--- src/design/tvbc_pkg.sv ---
// Package for the TEA-variant block cipher: beat types, round constants
// and the per-stage round-sum function. No dependencies.
package tvbc_pkg;

  localparam int ROUNDS = 32;
  localparam int STAGES = 2 * ROUNDS;
  localparam int WORD_W = 32;
  localparam int KEYS = 4;
  localparam int KEY_IDX_W = $clog2(KEYS);
  localparam logic [WORD_W-1:0] DELTA = 32'h9e3779b9;

  typedef logic [WORD_W-1:0] word_t;
  typedef word_t [KEYS-1:0] key_t;

  typedef enum logic {
    ACT_ENCRYPT = 1'b0,
    ACT_DECRYPT = 1'b1
  } action_t;

  typedef struct packed {
    action_t action;
    word_t   y;
    word_t   z;
  } beat_t;

  // Constant control for one half-round stage.
  typedef struct packed {
    logic  odd;
    word_t sum_enc;
    word_t sum_dec;
  } stage_ctl_t;

  // Round sum n * delta, modulo 2^32.
  function automatic word_t round_sum(input int n);
    longint unsigned p;
    begin
      p = longint'(n) * longint'(DELTA);
      return p[WORD_W-1:0];
    end
  endfunction

endpackage

--- src/design/tvbc_round.sv ---
// One half-round pipeline stage: updates one half from the other and registers
// the beat. Depends on tvbc_pkg.
module tvbc_round (
  input  logic               clk,
  input  logic               rst_n,
  input  tvbc_pkg::stage_ctl_t ctl,
  input  tvbc_pkg::key_t     key,
  input  logic               up_valid,
  output logic               up_ready,
  input  tvbc_pkg::beat_t    up_data,
  output logic               dn_valid,
  input  logic               dn_ready,
  output tvbc_pkg::beat_t    dn_data
);

  logic                        valid_r;
  tvbc_pkg::beat_t             data_r;
  tvbc_pkg::beat_t             data_nxt;
  logic                        dec;
  logic                        upd_z;
  tvbc_pkg::word_t             sum;
  logic [tvbc_pkg::KEY_IDX_W-1:0] kidx;
  tvbc_pkg::word_t             x;
  tvbc_pkg::word_t             t;
  tvbc_pkg::word_t             f;
  tvbc_pkg::word_t             t_new;

  always_comb begin
    dec   = (up_data.action == tvbc_pkg::ACT_DECRYPT);
    upd_z = dec ^ ctl.odd;
    sum   = dec ? ctl.sum_dec : ctl.sum_enc;
    kidx  = upd_z ? sum[12:11] : sum[1:0];
    x     = upd_z ? up_data.y : up_data.z;
    t     = upd_z ? up_data.z : up_data.y;
    f     = ((x << 4) ^ (x >> 5)) + (x ^ sum) + key[kidx];
    t_new = dec ? (t - f) : (t + f);
    data_nxt = up_data;
    if (upd_z) begin
      data_nxt.z = t_new;
    end else begin
      data_nxt.y = t_new;
    end
  end

  assign up_ready = !valid_r || dn_ready;

  always_ff @(posedge clk) begin
    if (!rst_n) begin
      valid_r <= 1'b0;
    end else if (up_ready) begin
      valid_r <= up_valid;
    end
  end

  always_ff @(posedge clk) begin
    if (up_ready && up_valid) begin
      data_r <= data_nxt;
    end
  end

  assign dn_valid = valid_r;
  assign dn_data  = data_r;

endmodule

--- config.mk ---
export PLATFORM = sky130hd
export DESIGN_NAME = tvbc_round
export DESIGN_NICKNAME = d
export VERILOG_FILES = /design/src/design/tvbc_pkg.sv /design/src/design/tvbc_round.sv
export SDC_FILE = /design/constraint.sdc
export NUM_CORES = 1
export LEC_CHECK = 0
export BUFFER_PORTS_ARGS = -buffer_cell sky130_fd_sc_hd__buf_2
export CORE_ASPECT_RATIO = 2
export CORE_MARGIN = 5
export CORE_UTILIZATION = 25
export CTS_CLUSTER_SIZE = 10
export DETAILED_ROUTE_END_ITERATION = 6
export PLACE_DENSITY = 0.43
export SETUP_SLACK_MARGIN = 0.2
export SLEW_MARGIN = 20
export SYNTH_ARGS = -nofsm -noshare
export SYNTH_HDL_FRONTEND = slang
export SYNTH_SLANG_ARGS = --single-unit
--- constraint.sdc ---
create_clock -name clk -period 8.5 [get_ports clk]
set_clock_uncertainty 0.15 [all_clocks]
set_input_delay 0.85 -clock clk [delete_from_list [all_inputs] [get_ports clk]]
set_output_delay 0.85 -clock clk [all_outputs]
set_load 0.01 [all_outputs]
After elaboration in Yosys (flattened, before gate mapping):

Cells that the tools add are included.

* bits in registers: 66
* input bits: 262
* output and inout bits: 67
* logic and storage cells: 24

* add/subtract/negate cells: 4
* order comparisons: 1
* multiplexer cells: 9
* bitwise operators: 3
* reduce and logical (&&, ||, !) cells: 3

Operator list (count)
* 32-bit two-way mux: 7
* 32-bit adder: 3
* 32-bit binary-select mux with 2-bit select: 1
* 32-bit subtractor: 1
* 32-bit by 27-bit XOR with 32-bit output: 1
* 32-bit XOR: 1
* 2-bit by 3-bit less-than comparator with 1-bit output, second input constant: 1
* 2-bit two-way mux: 1
* 1-bit logical AND: 1
* 1-bit logical NOT: 1
* 1-bit logical OR: 1
* 1-bit XOR: 1

Logic depth before layout (Yosys ltp):

* word-level depth: 8
* gate-level depth with buffers: 33
* mapped depth without buffers: 29

Worst setup path before layout:

No wires, ideal clock.

* kind: input -> register
* start: input ctl[64] in the netlist's numbering
* end: register data_r (netlist bit dn_data[63]) (data pin)
* setup time: 0.270 ns
* data arrival time: 8.027 ns
* required time: 8.080 ns
* slack: 0.053 ns
* stages: 27
* buffers on the path: 2
* cells stage by stage: clkbuf_1 -> mux4_2 -> buf_1 -> mux4_2 -> fa_1 -> ha_1 -> fa_1 -> a211oi_2 -> o211ai_2 -> a2111oi_2 -> nor2_1 -> xor2_1 -> a2111o_1 -> nor4_4 -> a31oi_1 -> xnor2_1 -> ha_1 -> and4_1 -> and3_1 -> nand4_1 -> a21oi_1 -> o41ai_2 -> o21ai_0 -> a221oi_2 -> xnor2_2 -> xor2_1 -> a21oi_1

RTL lines
* from (decl): RTL line tvbc_round.sv:6 `input tvbc_pkg::stage_ctl_t ctl,`
* to (signal assigned): RTL line tvbc_round.sv:57 `data_r <= data_nxt;`
* to (decl): RTL line tvbc_round.sv:17 `tvbc_pkg::beat_t data_r;`

==> out/results.ini <==
[synthesis]
ys_ff_latch = 66
yosys_warnings = 0
synth_enable_flop_cells = 65
synth_cell_types = 82
postSynthNetCount = 1708
area_of_the_mapped_netlist_um2 = 10900
synth_largest_area_cell = sky130_fd_sc_hd__edfxtp_1
synth_top_flop_cell = sky130_fd_sc_hd__edfxtp_1
postSynthAreaPerCell_um2 = 8.10
syn_inst = 1350
synth.yosys.seq_area_share_pct = 18.0
post_synth_main_area_contributors = sky130_fd_sc_hd__edfxtp_1 18%, sky130_fd_sc_hd__xnor2_1 8.4%, sky130_fd_sc_hd__nand2_1 7.7%
synth_top_cell_area_share_pct = 17.8
async_s_r_ff_share_synth_pct = 0

[cells_and_area]
final_net_count = 2070
area.growth.synth_to_final_pct = 29.5
final_common_cell = sky130_fd_sc_hd__buf_2
post-route-util_pct = 32.7
layout_common_cells = 328 x sky130_fd_sc_hd__buf_2, 223 x sky130_fd_sc_hd__nand2_1, 110 x sky130_fd_sc_hd__buf_4
fraction_of_layout_instances_using_a_drive_strength_above_1_pct = 31.0

[clock_tree]
tritoncts_buffer_count = 9
cts.sink_count = 66
cts.clk_slew.worst_paths_ns = 0.06
cts.hold.buffers_added = 0
tritoncts = yes
cts_root_buffer = sky130_fd_sc_hd__clkbuf_16
cts_htree_levels = 3
cts_max_path_buffers = 2
worst_skew_pair.late_latency_ns = 0.35

[floorplan]
floorplan.die.width_um = 158
core_area_um2 = 43400
start_util_pct = 25.2
fp.dieH_um = 306
pin_count = 329
rows = 108
design.die.area_um2 = 48300

[sta]
tightest_slew_ns = 0.864
fin_hold_ws_ns = 0.378
rsz0062_at_grt = false
timing_max_transition_violations_final = 0
max_freq_mhz = 127
setup_viol = 0
finalCriticalPeriod_ns = 7.90
totalNegativeSetupSlack_ns = 0
max-slew-margin-rel_pct = 42.4
min_period_over_period_pct = 93.0
fin_hold_viols = 0

[power_and_ir_drop]
power_switching_mw = 3.04
cell_internal_pwr_mw = 2.94
clockPowerShare_pct = 6.8
power_per_unit_of_standard_cell_area_nw_per_um2 = 422
seq_power_share_pct = 11.1
p_comb_share_pct = 82.1
power.ir.vdd_worst_mv = 0.129
swShare_pct = 50.9
static-leakage-power_nw = 6.41

[critical_path]
critPathMaxFanout = 10
worst_ep_arrival_time_ns = 7.83
timing.critical_path.to = dn_data[62]
worst_path_largest_cell_delay_ns = 0.58
worstPathRequired_ns = 8.43
r2r.worst_path.cells = 3
cp-start-kind = primary input
crit_path_start = ctl[64]
ff2ff_setup_slack_ns = 6.74
rr_endpoint = dn_data[24]
worst-setup-path-type = primary input to flop
timing.critical_path.mode_cell = sky130_fd_sc_hd__xor2_1
crit_path_top_delay_cell = sky130_fd_sc_hd__mux4_2
critPathCaptureType = flop
critical_path.reg2reg.startpoint = dn_valid

[grt]
initial_antenna_violation_count = 12
grt_use_total_pct = 19.9
first_pass_grt_wire_length_mm = 71.8
globalRouteOverflowTotal = 0
grt_max_degree = 66
first_global_vias = 11800

[detailed_routing]
drt_pass1_iterations = 5
viasPerCell = 5.08
drtIter0Drc = 743
final_antenna_net_count = 0
drc = 0
drt-wirelength-per-cell_um = 21.7
postRouteWirelength_mm = 49.4
vias_after_detailed_routing = 11600

[place]
placement.io_buffers = 328
dp.final_hpwl_mm = 43.4
routabilityCongestion = 0.946

[hold_path]
min-delay-path-class = flop to flop

[status]
outcome = completed

[flow_run]
drv_cap = 0

## cells by family (layout without fill, tap and decap cells)
group,Yosys count,count (layout),share of synthesized area [%]
simple gates,429,429,18.2
mux,55,55,8.93
buf+inv,169,536,6.07
compound gates,365,365,21.9
flops,66,66,18.0
xor+xnor,170,170,13.7
other cells,0,8,0
fa+ha+maj,96,96,13.2
## final cells by class
class,count,area (um^2)
Tap cell,550,688
Inverter,81,304
Multi-Input combinational cell,1115,8380
Antenna cell,8,20.0
Sequential cell,66,1970
Timing Repair Buffer,439,2490
Fill cell,4609,29200
Clock inverter,7,93.8
Clock buffer,9,225
## critical path: cells and delay by family
| family | cells | cell delay, ns |
|---|---|---|
| buf+inv | 3 | 0.63 |
| compound gates | 10 | 2.66 |
| fa+ha+maj | 3 | 1.16 |
| simple gates | 4 | 0.91 |
| xor+xnor | 3 | 0.68 |
| mux | 2 | 0.92 |
## routing by layer
metal | vias up | part of all wire, % | track usage [%]
met2 | 392 | 55 | 38.2
met4 | 6 | 3.1 | 7.35
li1 | 5560 | - | -
met5 | - | 0.073 | 0
met1 | 5535 | 36 | 21.4
met3 | 71 | 5.5 | 2.84
## synth_stat cells (16+ instances only)
| library cell | instances |
|---|---|
| sky130_fd_sc_hd__mux2i_1 | 20 |
| sky130_fd_sc_hd__nand3_1 | 24 |
| sky130_fd_sc_hd__a21o_1 | 20 |
| sky130_fd_sc_hd__a221o_1 | 19 |
| sky130_fd_sc_hd__o221ai_1 | 24 |
| sky130_fd_sc_hd__nor2_1 | 70 |
| sky130_fd_sc_hd__xor2_1 | 64 |
| sky130_fd_sc_hd__clkbuf_1 | 62 |
| sky130_fd_sc_hd__edfxtp_1 | 65 |
| sky130_fd_sc_hd__buf_1 | 16 |
| sky130_fd_sc_hd__mux4_2 | 34 |
| sky130_fd_sc_hd__a21oi_1 | 100 |
| sky130_fd_sc_hd__inv_1 | 81 |
| sky130_fd_sc_hd__fa_1 | 33 |
| sky130_fd_sc_hd__nor3_1 | 20 |
| sky130_fd_sc_hd__ha_1 | 63 |
| sky130_fd_sc_hd__nand2_1 | 224 |
| sky130_fd_sc_hd__o21ai_0 | 96 |
| sky130_fd_sc_hd__xnor2_1 | 105 |
## worst min path at each step
| stage | cells after the start | to | startpoint |
|---|---|---|---|
| 6_report | 2 | dn_valid | dn_valid |
| 5_1_grt | 2 | dn_valid | dn_valid |
| 4_1_cts | 2 | dn_valid | dn_valid |
| 3_5_place_dp | 2 | dn_valid | dn_valid |
| 3_3_place_gp | 2 | dn_valid | dn_valid |
| 2_1_floorplan | 2 | dn_valid | dn_valid |
## state kept, by name, indices dropped and copies added, names as in the netlist
register,flops
dn_data,65
dn_valid,1
## repair_timing
item,in CTS,in global routing
buffers inserted,0,0
setup endpoints to repair,0,8
resized for setup,0,14
## stage by stage
| stage | power (mW) | setup WS [ns] | cells | cell area, um^2 |
|---|---|---|---|---|
| after global placement | 5.53 | 0.0280 | 2251 | 13800 |
| after CTS | 5.98 | 0.368 | 2267 | 14100 |
| after detailed placement | 5.55 | -0.00641 | 2251 | 13800 |
| final | 5.98 | 0.598 | 2275 | 14200 |
| after floorplan | 3.79 | 0.227 | 1350 | 10900 |
| after global routing | 6.51 | 0.199 | 2271 | 14200 |
## power groups by stage
stage                     clock [mW]  sequential [mW]  combinational [mW]
after floorplan                    0            0.749                3.04
after global placement             0            0.674                4.86
after detailed placement           0            0.672                4.88
after CTS                      0.420            0.666                4.89
after global routing           0.433            0.677                5.41
final                          0.406            0.662                4.91
No activity file was read; power rests on OpenSTA's default activity.
